## src/hw/rtl/e2c_pkg.sv

```systemverilog
`timescale 1ns / 1ps
`default_nettype none

package e2c_pkg;

  localparam int unsigned PC_W    = 4;
  localparam int unsigned REM_W   = 18;
  localparam int unsigned DIG_W   = 13;
  localparam int unsigned NUM_W   = REM_W + DIG_W;
  localparam int unsigned RECIP_W = 32;
  localparam int unsigned PROD_W  = NUM_W + RECIP_W;
  localparam int unsigned DLEFT_W = 18;
  localparam int unsigned YEAR_W  = 12;
  localparam int unsigned CY_W    = 9;

  localparam logic [CY_W-1:0]   CY_START   = 9'd370;
  localparam logic [CY_W-1:0]   CY_LAST    = 9'd399;
  localparam logic [YEAR_W-1:0] YEAR_START = 12'd70;
  localparam logic [YEAR_W-1:0] YEARS_PER_CYCLE = 12'd400;
  localparam logic [3:0]        MONTH_LAST = 4'd11;

  typedef enum logic [3:0] {
    OP_IDLE,
    OP_DIV,
    OP_SAVE_SEC,
    OP_SAVE_MIN,
    OP_SAVE_HR,
    OP_SAVE_WDAY,
    OP_SAVE_CYCLE,
    OP_YEAR,
    OP_MONTH,
    OP_DONE
  } op_e;

  typedef enum logic [2:0] {
    COND_NEVER,
    COND_NO_REQ,
    COND_DIV_BUSY,
    COND_YEAR_MORE,
    COND_MONTH_MORE,
    COND_OUT_BUSY
  } cond_e;

  typedef enum logic [1:0] {
    DIV_60,
    DIV_24,
    DIV_7,
    DIV_400Y
  } dsel_e;

  typedef struct packed {
    op_e             op;
    dsel_e           dsel;
    cond_e           cond;
    logic [PC_W-1:0] target;
    logic            last;
  } ctrl_t;

  typedef struct packed {
    logic in_valid;
    logic out_busy;
    logic div_last;
    logic year_more;
    logic month_more;
  } status_t;

  typedef struct packed {
    logic [5:0]        second;
    logic [5:0]        minute;
    logic [4:0]        hour;
    logic [2:0]        weekday;
    logic [YEAR_W-1:0] year_offset;
    logic [3:0]        month_index;
    logic [4:0]        day_of_month;
  } calendar_t;

  function automatic ctrl_t ucode(input logic [PC_W-1:0] pc);
    ctrl_t w;
    w = '{op: OP_IDLE, dsel: DIV_60, cond: COND_NEVER, target: '0, last: 1'b1};
    case (pc)
      4'd0:  w = '{OP_IDLE,       DIV_60,   COND_NO_REQ,     4'd0,  1'b0};
      4'd1:  w = '{OP_DIV,        DIV_60,   COND_DIV_BUSY,   4'd1,  1'b0};
      4'd2:  w = '{OP_SAVE_SEC,   DIV_60,   COND_NEVER,      4'd0,  1'b0};
      4'd3:  w = '{OP_DIV,        DIV_60,   COND_DIV_BUSY,   4'd3,  1'b0};
      4'd4:  w = '{OP_SAVE_MIN,   DIV_60,   COND_NEVER,      4'd0,  1'b0};
      4'd5:  w = '{OP_DIV,        DIV_24,   COND_DIV_BUSY,   4'd5,  1'b0};
      4'd6:  w = '{OP_SAVE_HR,    DIV_24,   COND_NEVER,      4'd0,  1'b0};
      4'd7:  w = '{OP_DIV,        DIV_7,    COND_DIV_BUSY,   4'd7,  1'b0};
      4'd8:  w = '{OP_SAVE_WDAY,  DIV_7,    COND_NEVER,      4'd0,  1'b0};
      4'd9:  w = '{OP_DIV,        DIV_400Y, COND_DIV_BUSY,   4'd9,  1'b0};
      4'd10: w = '{OP_SAVE_CYCLE, DIV_400Y, COND_NEVER,      4'd0,  1'b0};
      4'd11: w = '{OP_YEAR,       DIV_60,   COND_YEAR_MORE,  4'd11, 1'b0};
      4'd12: w = '{OP_MONTH,      DIV_60,   COND_MONTH_MORE, 4'd12, 1'b0};
      4'd13: w = '{OP_DONE,       DIV_60,   COND_OUT_BUSY,   4'd13, 1'b1};
      default: w = '{OP_IDLE,     DIV_60,   COND_NEVER,      4'd0,  1'b1};
    endcase
    return w;
  endfunction

  function automatic logic [REM_W-1:0] divisor(input dsel_e sel);
    logic [REM_W-1:0] d;
    case (sel)
      DIV_60:   d = 18'd60;
      DIV_24:   d = 18'd24;
      DIV_7:    d = 18'd7;
      DIV_400Y: d = 18'd146097;
      default:  d = 18'd60;
    endcase
    return d;
  endfunction

  // quotient digit of a NUM_W-bit partial dividend: m = ceil(2^s / d) with
  // s = NUM_W + ceil(log2 d), exact over the whole NUM_W-bit range
  function automatic logic [DIG_W-1:0] recip_digit(input dsel_e sel,
                                                   input logic [NUM_W-1:0] num);
    logic [RECIP_W-1:0] m;
    logic [PROD_W-1:0]  p;
    logic [DIG_W-1:0]   q;
    case (sel)
      DIV_60:   m = 32'd2290649225;
      DIV_24:   m = 32'd2863311531;
      DIV_7:    m = 32'd2454267027;
      DIV_400Y: m = 32'd3853261556;
      default:  m = 32'd2290649225;
    endcase
    p = PROD_W'(num) * PROD_W'(m);
    case (sel)
      DIV_60:   q = p[37 +: DIG_W];
      DIV_24:   q = p[36 +: DIG_W];
      DIV_7:    q = p[34 +: DIG_W];
      DIV_400Y: q = p[49 +: DIG_W];
      default:  q = p[37 +: DIG_W];
    endcase
    return q;
  endfunction

  function automatic logic [4:0] month_len(input logic [3:0] mon, input logic leap);
    logic [4:0] len;
    case (mon)
      4'd0, 4'd2, 4'd4, 4'd6, 4'd7, 4'd9, 4'd11: len = 5'd31;
      4'd3, 4'd5, 4'd8, 4'd10:                  len = 5'd30;
      4'd1:                                     len = leap ? 5'd29 : 5'd28;
      default:                                  len = 5'd31;
    endcase
    return len;
  endfunction

endpackage

`default_nettype wire

```

## src/hw/rtl/e2c_if.sv

```systemverilog
`timescale 1ns / 1ps
`default_nettype none

interface e2c_seconds_if #(
  parameter int unsigned SECONDS_WIDTH = 36
);
  logic                     valid;
  logic                     ready;
  logic [SECONDS_WIDTH-1:0] epoch_seconds;

  modport source (output valid, output epoch_seconds, input ready);
  modport sink   (input valid, input epoch_seconds, output ready);
endinterface

interface e2c_calendar_if;
  logic        valid;
  logic        ready;
  logic [5:0]  second;
  logic [5:0]  minute;
  logic [4:0]  hour;
  logic [2:0]  weekday;
  logic [11:0] year_offset;
  logic [3:0]  month_index;
  logic [4:0]  day_of_month;

  modport source (
    output valid, output second, output minute, output hour, output weekday,
    output year_offset, output month_index, output day_of_month, input ready
  );
  modport sink (
    input valid, input second, input minute, input hour, input weekday,
    input year_offset, input month_index, input day_of_month, output ready
  );
endinterface

`default_nettype wire

```

## src/hw/rtl/epoch_seconds_to_calendar.sv

```systemverilog
`timescale 1ns / 1ps
`default_nettype none

// Converts unsigned seconds since 1970-01-01 00:00:00 UTC into UTC second, minute, hour,
// weekday (Sunday 0), year minus 1900, month (0..11) and day of month. One request is
// converted at a time. The conversion steps through each whole year left within the
// 400-year cycle (up to 399) and then each whole month (up to 11). The five divisions
// by 60, 60, 24, 7 and the 400-year day count run 13 bits at a time by reciprocal
// multiplication. The next request can be taken in the cycle after the result is
// loaded; the year loop of the microcode takes most of the time per request. The
// result sits in an output register, so the next request is taken while it waits to be
// read; a new result waits in the last step while that register is still full.
module epoch_seconds_to_calendar
  import e2c_pkg::*;
#(
  parameter int unsigned SECONDS_WIDTH = 36
) (
  input wire logic      clk_i,
  input wire logic      rst_ni,
  e2c_seconds_if.sink   req_i,
  e2c_calendar_if.source rsp_o
);

  ctrl_t     ctrl;
  status_t   status;
  calendar_t cal;

  e2c_sequencer u_seq (
    .clk_i    (clk_i),
    .rst_ni   (rst_ni),
    .status_i (status),
    .ctrl_o   (ctrl)
  );

  e2c_datapath #(
    .SECONDS_WIDTH (SECONDS_WIDTH)
  ) u_dp (
    .clk_i        (clk_i),
    .rst_ni       (rst_ni),
    .ctrl_i       (ctrl),
    .status_o     (status),
    .in_valid_i   (req_i.valid),
    .in_ready_o   (req_i.ready),
    .in_seconds_i (req_i.epoch_seconds),
    .out_valid_o  (rsp_o.valid),
    .out_ready_i  (rsp_o.ready),
    .out_data_o   (cal)
  );

  assign rsp_o.second       = cal.second;
  assign rsp_o.minute       = cal.minute;
  assign rsp_o.hour         = cal.hour;
  assign rsp_o.weekday      = cal.weekday;
  assign rsp_o.year_offset  = cal.year_offset;
  assign rsp_o.month_index  = cal.month_index;
  assign rsp_o.day_of_month = cal.day_of_month;

endmodule

`default_nettype wire

```

## src/hw/rtl/e2c_sequencer.sv

```systemverilog
`timescale 1ns / 1ps
`default_nettype none

module e2c_sequencer
  import e2c_pkg::*;
(
  input  wire logic    clk_i,
  input  wire logic    rst_ni,
  input  wire status_t status_i,
  output ctrl_t        ctrl_o
);

  logic [PC_W-1:0] pc_q, pc_d;
  ctrl_t           ctrl;
  logic            take;

  assign ctrl   = ucode(pc_q);
  assign ctrl_o = ctrl;

  always_comb begin
    case (ctrl.cond)
      COND_NEVER:      take = 1'b0;
      COND_NO_REQ:     take = !status_i.in_valid;
      COND_DIV_BUSY:   take = !status_i.div_last;
      COND_YEAR_MORE:  take = status_i.year_more;
      COND_MONTH_MORE: take = status_i.month_more;
      COND_OUT_BUSY:   take = status_i.out_busy;
      default:         take = 1'b0;
    endcase
  end

  always_comb begin
    if (take) begin
      pc_d = ctrl.target;
    end else if (ctrl.last) begin
      pc_d = '0;
    end else begin
      pc_d = pc_q + PC_W'(1);
    end
  end

  always_ff @(posedge clk_i or negedge rst_ni) begin
    if (!rst_ni) begin
      pc_q <= '0;
    end else begin
      pc_q <= pc_d;
    end
  end

endmodule

`default_nettype wire

```

## src/hw/rtl/e2c_datapath.sv

```systemverilog
`timescale 1ns / 1ps
`default_nettype none

module e2c_datapath
  import e2c_pkg::*;
#(
  parameter int unsigned SECONDS_WIDTH = 36
) (
  input  wire logic                     clk_i,
  input  wire logic                     rst_ni,
  input  wire ctrl_t                    ctrl_i,
  output status_t                       status_o,
  input  wire logic                     in_valid_i,
  output logic                          in_ready_o,
  input  wire logic [SECONDS_WIDTH-1:0] in_seconds_i,
  output logic                          out_valid_o,
  input  wire logic                     out_ready_i,
  output calendar_t                     out_data_o
);

  localparam int unsigned NDIG  = (SECONDS_WIDTH + DIG_W - 1) / DIG_W;
  localparam int unsigned ACC_W = NDIG * DIG_W;
  localparam int unsigned STEPS = 2 * NDIG;
  localparam int unsigned CNT_W = $clog2(STEPS);

  logic [ACC_W-1:0]         acc_q, days_q;
  logic [REM_W-1:0]         rem_q;
  logic [DIG_W-1:0]         qdig_q;
  logic [CNT_W-1:0]         cnt_q;
  logic [5:0]               sec_q, min_q;
  logic [4:0]               hr_q;
  logic [2:0]               wday_q;
  logic [DLEFT_W-1:0]       dleft_q;
  logic [YEAR_W-1:0]        yr_q;
  logic [CY_W-1:0]          cy_q;
  logic [3:0]               mon_q;
  logic                     out_valid_q;
  calendar_t                out_q;

  logic [NUM_W-1:0]   num, qd_prod, num_left;
  logic [REM_W-1:0]   dval;
  logic [DIG_W-1:0]   qdig;
  logic               div_last, leap, year_more, month_more, out_busy, accept;
  logic [8:0]         ylen;
  logic [4:0]         mlen;

  // each quotient digit: estimate, then subtract and shift
  assign dval     = divisor(ctrl_i.dsel);
  assign num      = {rem_q, acc_q[ACC_W-1 -: DIG_W]};
  assign qdig     = recip_digit(ctrl_i.dsel, num);
  assign qd_prod  = NUM_W'(qdig_q) * NUM_W'(dval);
  assign num_left = num - qd_prod;
  assign div_last = cnt_q == CNT_W'(STEPS - 1);

  // position within the 400-year cycle, Gregorian leap rule
  assign leap = (cy_q[1:0] == 2'd0) &&
                !(cy_q == 9'd100 || cy_q == 9'd200 || cy_q == 9'd300);
  assign ylen       = leap ? 9'd366 : 9'd365;
  assign mlen       = month_len(mon_q, leap);
  assign year_more  = dleft_q >= DLEFT_W'(ylen);
  assign month_more = (mon_q != MONTH_LAST) && (dleft_q >= DLEFT_W'(mlen));

  assign out_busy   = out_valid_q && !out_ready_i;
  assign in_ready_o = ctrl_i.op == OP_IDLE;
  assign accept     = in_ready_o && in_valid_i;

  assign status_o = '{in_valid: in_valid_i, out_busy: out_busy, div_last: div_last,
                      year_more: year_more, month_more: month_more};

  always_ff @(posedge clk_i) begin
    case (ctrl_i.op)
      OP_IDLE: begin
        if (accept) begin
          acc_q <= ACC_W'(in_seconds_i);
          rem_q <= '0;
          cnt_q <= '0;
        end
      end
      OP_DIV: begin
        if (!cnt_q[0]) begin
          qdig_q <= qdig;
        end else begin
          rem_q <= num_left[REM_W-1:0];
          acc_q <= {acc_q[ACC_W-DIG_W-1:0], qdig_q};
        end
        cnt_q <= cnt_q + CNT_W'(1);
      end
      OP_SAVE_SEC: begin
        sec_q <= rem_q[5:0];
        rem_q <= '0;
        cnt_q <= '0;
      end
      OP_SAVE_MIN: begin
        min_q <= rem_q[5:0];
        rem_q <= '0;
        cnt_q <= '0;
      end
      OP_SAVE_HR: begin
        hr_q   <= rem_q[4:0];
        days_q <= acc_q;
        acc_q  <= acc_q + ACC_W'(4);
        rem_q  <= '0;
        cnt_q  <= '0;
      end
      OP_SAVE_WDAY: begin
        wday_q <= rem_q[2:0];
        acc_q  <= days_q;
        rem_q  <= '0;
        cnt_q  <= '0;
      end
      OP_SAVE_CYCLE: begin
        dleft_q <= rem_q[DLEFT_W-1:0];
        yr_q    <= YEAR_START + YEAR_W'(acc_q[YEAR_W-1:0] * YEARS_PER_CYCLE);
        cy_q    <= CY_START;
        mon_q   <= '0;
      end
      OP_YEAR: begin
        if (year_more) begin
          dleft_q <= dleft_q - DLEFT_W'(ylen);
          yr_q    <= yr_q + YEAR_W'(1);
          cy_q    <= (cy_q == CY_LAST) ? '0 : cy_q + CY_W'(1);
        end
      end
      OP_MONTH: begin
        if (month_more) begin
          dleft_q <= dleft_q - DLEFT_W'(mlen);
          mon_q   <= mon_q + 4'd1;
        end
      end
      OP_DONE: begin
        if (!out_busy) begin
          out_q <= '{second: sec_q, minute: min_q, hour: hr_q, weekday: wday_q,
                     year_offset: yr_q, month_index: mon_q,
                     day_of_month: dleft_q[4:0] + 5'd1};
        end
      end
      default: ;
    endcase
  end

  always_ff @(posedge clk_i or negedge rst_ni) begin
    if (!rst_ni) begin
      out_valid_q <= 1'b0;
    end else if (ctrl_i.op == OP_DONE && !out_busy) begin
      out_valid_q <= 1'b1;
    end else if (out_ready_i) begin
      out_valid_q <= 1'b0;
    end
  end

  assign out_valid_o = out_valid_q;
  assign out_data_o  = out_q;

endmodule

`default_nettype wire

```

## src/flat_wrapper.sv

```systemverilog
// flat-port wrapper written by rule: the top's interface ports become plain ports
module epoch_seconds_to_calendar_flat import e2c_pkg::*;
#(
  parameter int unsigned SECONDS_WIDTH = 36
)
  (clk_i, rst_ni, req_i_valid, req_i_epoch_seconds, req_i_ready, rsp_o_valid, rsp_o_second, rsp_o_minute, rsp_o_hour, rsp_o_weekday, rsp_o_year_offset, rsp_o_month_index, rsp_o_day_of_month, rsp_o_ready);
  e2c_seconds_if #(.SECONDS_WIDTH(SECONDS_WIDTH)) req_i_i ();
  e2c_calendar_if rsp_o_i ();
  input wire logic clk_i;
  input wire logic rst_ni;
  input wire logic [$bits(req_i_i.valid)-1:0] req_i_valid;
  input wire logic [$bits(req_i_i.epoch_seconds)-1:0] req_i_epoch_seconds;
  output wire logic [$bits(req_i_i.ready)-1:0] req_i_ready;
  output wire logic [$bits(rsp_o_i.valid)-1:0] rsp_o_valid;
  output wire logic [$bits(rsp_o_i.second)-1:0] rsp_o_second;
  output wire logic [$bits(rsp_o_i.minute)-1:0] rsp_o_minute;
  output wire logic [$bits(rsp_o_i.hour)-1:0] rsp_o_hour;
  output wire logic [$bits(rsp_o_i.weekday)-1:0] rsp_o_weekday;
  output wire logic [$bits(rsp_o_i.year_offset)-1:0] rsp_o_year_offset;
  output wire logic [$bits(rsp_o_i.month_index)-1:0] rsp_o_month_index;
  output wire logic [$bits(rsp_o_i.day_of_month)-1:0] rsp_o_day_of_month;
  input wire logic [$bits(rsp_o_i.ready)-1:0] rsp_o_ready;
  assign req_i_i.valid = req_i_valid;
  assign req_i_i.epoch_seconds = req_i_epoch_seconds;
  assign req_i_ready = req_i_i.ready;
  assign rsp_o_valid = rsp_o_i.valid;
  assign rsp_o_second = rsp_o_i.second;
  assign rsp_o_minute = rsp_o_i.minute;
  assign rsp_o_hour = rsp_o_i.hour;
  assign rsp_o_weekday = rsp_o_i.weekday;
  assign rsp_o_year_offset = rsp_o_i.year_offset;
  assign rsp_o_month_index = rsp_o_i.month_index;
  assign rsp_o_day_of_month = rsp_o_i.day_of_month;
  assign rsp_o_i.ready = rsp_o_ready;
  epoch_seconds_to_calendar #(.SECONDS_WIDTH(SECONDS_WIDTH)) u_core (.clk_i(clk_i), .rst_ni(rst_ni), .req_i(req_i_i), .rsp_o(rsp_o_i));
endmodule
```

## config.mk

```make
export PLATFORM = sky130hd
export DESIGN_NAME = epoch_seconds_to_calendar_flat
export DESIGN_NICKNAME = d
export VERILOG_FILES = /design/src/hw/rtl/e2c_pkg.sv /design/src/hw/rtl/e2c_if.sv /design/src/hw/rtl/epoch_seconds_to_calendar.sv /design/src/hw/rtl/e2c_sequencer.sv /design/src/hw/rtl/e2c_datapath.sv /design/src/flat_wrapper.sv
export SDC_FILE = /design/constraint.sdc
export NUM_CORES = 2
export LEC_CHECK = 0
export BUFFER_PORTS_ARGS = -buffer_cell sky130_fd_sc_hd__clkbuf_2
export CORE_MARGIN = 2
export CORE_UTILIZATION = 66
export CTS_CLUSTER_DIAMETER = 200
export CTS_CLUSTER_SIZE = 30
export DETAILED_ROUTE_END_ITERATION = 7
export MAX_ROUTING_LAYER = met4
export PLACE_DENSITY_LB_ADDON = 0.05
export RECOVER_POWER = 100
export REMOVE_ABC_BUFFERS = 1
export SLEW_MARGIN = 10
export SYNTH_ARGS = -nofsm -noshare
export SYNTH_HDL_FRONTEND = slang
export SYNTH_SLANG_ARGS = --single-unit
export TNS_END_PERCENT = 30
```

## constraint.sdc

```tcl
create_clock -name clk_i -period 13.5 [get_ports clk_i]
set_input_delay 1.35 -clock clk_i [delete_from_list [all_inputs] [get_ports clk_i]]
set_output_delay 1.35 -clock clk_i [all_outputs]
set_load 0.1 [all_outputs]
```

==> implementation parameters <==
Parameter                              Value

Status
  Outcome    finished, violations left
  Violated checks    max-capacitance violations, max-slew violations

Clock network
  Clock edge transition at the registers on the reported setup and hold paths    0.12 ns
  Post-CTS Setup Bufs    0
  Maximum buffer depth of the clock tree    3
  Clk sinks    221
  Resized Gates After CTS    0
  CTS tree    yes
  Root buffer cell    sky130_fd_sc_hd__clkbuf_16
  # H-tree levels    1
  Number of buffers inserted during clock tree synthesis    11
  Number of hold buffers added after CTS    0
  Clock latency of the later-clocked register in the worst-skew pair    0.53 ns

Synthesis
  EDFF count, synth    216
  Most common cell in the synthesized netlist    sky130_fd_sc_hd__inv_1
  Library cells used by synthesis    81
  Synth Flop Type    sky130_fd_sc_hd__edfxtp_1
  Avg Inst Size Synth    10.1 um^2
  Fraction of post-synthesis cell area in the top cell type by area    39.2%
  Warnings, synthesis    0
  Synth Register Bits    221
  Async SR Flop Fraction    2.26%
  Sequential cell area fraction in the yosys report    16.6%
  Syn Inst Count    3963
  Yosys top cell by area    sky130_fd_sc_hd__fa_1
  Synth top cells by count    sky130_fd_sc_hd__inv_1 (1008), sky130_fd_sc_hd__fa_1 (781), sky130_fd_sc_hd__ha_1 (415)
  Area contributors post-synth    sky130_fd_sc_hd__fa_1 (39%), sky130_fd_sc_hd__edfxtp_1 (16%), sky130_fd_sc_hd__ha_1 (13%)
  Netlist area before placement    39900 um^2

Setup path
  Buffers plus inverters on the worst setup path    6
  Critical Path Slowest Stage Cell    sky130_fd_sc_hd__clkbuf_1
  Most frequent cell on the critical path    sky130_fd_sc_hd__fa_1
  Family with the most delay on the worst path    adder cells
  Startpoint types    flip-flop
  Largest stage delay on the critical path    1.21 ns
  Data arrival, critical path    11.92 ns
  Setup CP Type    flip-flop to flip-flop
  WP data required    13.74 ns
  Worst Setup End Kind    flip-flop
  Critical-path maximum fanout    31

Floorplan
  FP Rows    90
  Placeable Area    60000 um^2
  Full die area    62400 um^2
  Number of I/O pins    83
  Y dimension of the die    250 um
  Starting Density    66.5%
  Width of the die    250 um

STA
  Tightest Pin Transition    3.76 ns
  Final Max Slew Viols    266
  Final-report setup violation count    0
  Unrepaired setup endpoints after global routing    false
  Period Utilization, post-route    86.5%
  Shortest clock period the worst path allows after layout    11.68 ns
  Hold violation total from the final report    0
  Setup TNS    0 ns
  Worst-case headroom to the max-slew limit    -151%
  Final WS setup    1.82 ns
  Clock skew after layout    0.0417 ns
  Fmax    0.0856 GHz

Min path
  Path type of the worst min-delay path    flip-flop to flip-flop

Global route
  Number of global-route vias before repair    30100
  Total routing resource utilization after global routing    39.9%
  Total global routing overflow    0
  Initial antenna violation count    5
  Pin count of the biggest net entering global routing    73
  Global-route wire length before repair    178000 um

Final layout
  Net total in the final layout    5221
  Growth of design area from synthesis to finish    3.69%
  Fraction of layout instances using a drive strength above 1    3.11%

Place
  Dpl ws    2.39 ns
  Gpl congestion    1.06
  HPWL after detailed placement    97000 um
  IO buf count    82

Detailed routing
  Wirelength, routed    115000 um
  DR iter-0 viols    2533
  Average wire per cell in the routed design    24.1 um
  Remaining number of nets flagged by the antenna check after routing    0
  Vias per cell    5.92
  Number of remaining DRC errors    0
  Routed vias    28200
  1st-pass router iterations    6

Run
  Max-cap violations    7
==> cells by family (layout without fill, tap and decap cells) <==
logic type,after synthesis,after routing,synth area share [%]
adders and majority gates,1196,1196,52.2
buffers and inverters,1157,1180,10.9
and+or+nand+nor,836,836,10.2
AOI/OAI and AO/OA,411,411,6.92
DFF,221,221,16.6
xor gates and xnor gates,136,136,2.99
muxes,6,6,0.154
other,0,3,0
==> layout by cell type (no fill, tap or decap), drive strengths merged, types with 7 or more instances in the layout <==
cell type,Yosys,layout
a211oi,8,8
a21o,37,37
a21oi,120,120
a222oi,32,32
a22oi,17,17
a31oi,13,13
and2,122,122
and3,35,35
buf,10,16
clkbuf,102,117
edfxtp,216,216
fa,781,781
ha,415,415
inv,1045,1045
nand2,259,259
nand2b,33,33
nand3,55,55
nand4,24,24
nor2,190,190
nor2b,38,38
nor3,28,28
o211ai,14,14
o21a,12,12
o21ai,72,72
o21bai,10,10
o221ai,7,7
o22ai,11,11
or2,7,7
or3,11,11
xnor2,95,95
xor2,41,41
==> worst reg2reg max path: cells and delay by family (launching register included) <==
kind / cells / cell delay (ns)
compound gates: 9 / 2.73
buf+inv: 6 / 1.98
flops: 1 / 0.74
fa+ha+maj: 10 / 4.31
simple gates: 5 / 1.63
==> state kept, by name, indices dropped and copies added (netlist names), 4 cells and up <==
| name | cells |
|---|---|
| u_core.u_seq.pc_q | 4 |
| u_core.u_dp.mon_q | 4 |
| u_core.u_dp.rem_q | 18 |
| u_core.u_dp.sec_q | 6 |
| u_core.u_dp.acc_q | 39 |
| u_core.u_dp.min_q | 6 |
| u_core.u_dp.yr_q | 12 |
| u_core.u_dp.hr_q | 5 |
| u_core.u_dp.out_data_o | 41 |
| u_core.u_dp.qdig_q | 13 |
| u_core.u_dp.days_q | 39 |
| u_core.u_dp.dleft_q | 18 |
| u_core.u_dp.cy_q | 9 |
==> per-stage QoR <==
step	instances	hold slack, ns	utilization (%)	cell area [um^2]
2_1_floorplan	3851	0.400	-	39500
3_3_place_gp	4754	0.402	68.6	41200
3_5_place_dp	4754	0.405	68.6	41200
4_1_cts	4768	0.430	69.2	41500
5_1_grt	4768	0.439	68.9	41300
6_report	4771	0.429	68.9	41400
==> layout make-up <==
| type | instances | area (um^2) |
|---|---|---|
| sequential | 221 | 6610 |
| timing repair buffer | 121 | 562 |
| fill | 4833 | 18700 |
| clock inverter | 2 | 25.0 |
| multi-input combinational | 2585 | 29000 |
| tap | 782 | 978 |
| clock buffer | 12 | 279 |
| antenna | 3 | 7.51 |
| inverter | 1045 | 3920 |
==> path summary, 6_finish.rpt <==
path	startpoint	endpoint	slack, ns	depth (start not counted)
worst max-delay path	u_core.u_seq.pc_q[3]	u_core.u_dp.qdig_q[6]	1.82	30
worst min-delay path	u_core.u_dp.wday_q[2]	u_core.u_dp.out_data_o[23]	0.43	0
worst max register to register	u_core.u_seq.pc_q[3]	u_core.u_dp.qdig_q[6]	1.82	30
worst min register to register	u_core.u_dp.wday_q[2]	u_core.u_dp.out_data_o[23]	0.43	0
max in group asynchronous	rst_ni	u_core.u_dp.out_valid_o	12.59	1
min in group asynchronous	rst_ni	u_core.u_seq.pc_q[3]	0.66	1
==> layer usage <==
layer | GRT usage (%) | vias up | wire length, um
met5 | - | - | 0
met4 | 14.9 | 0 | 5370
met3 | 10.9 | 299 | 12600
met2 | 61.0 | 1339 | 52900
met1 | 51.2 | 14200 | 44100
li1 | - | 12400 | -
Power is left out: the tool's default activity adds up to more than one toggle a clock period on the data nets, which glitch-free logic cannot reach.
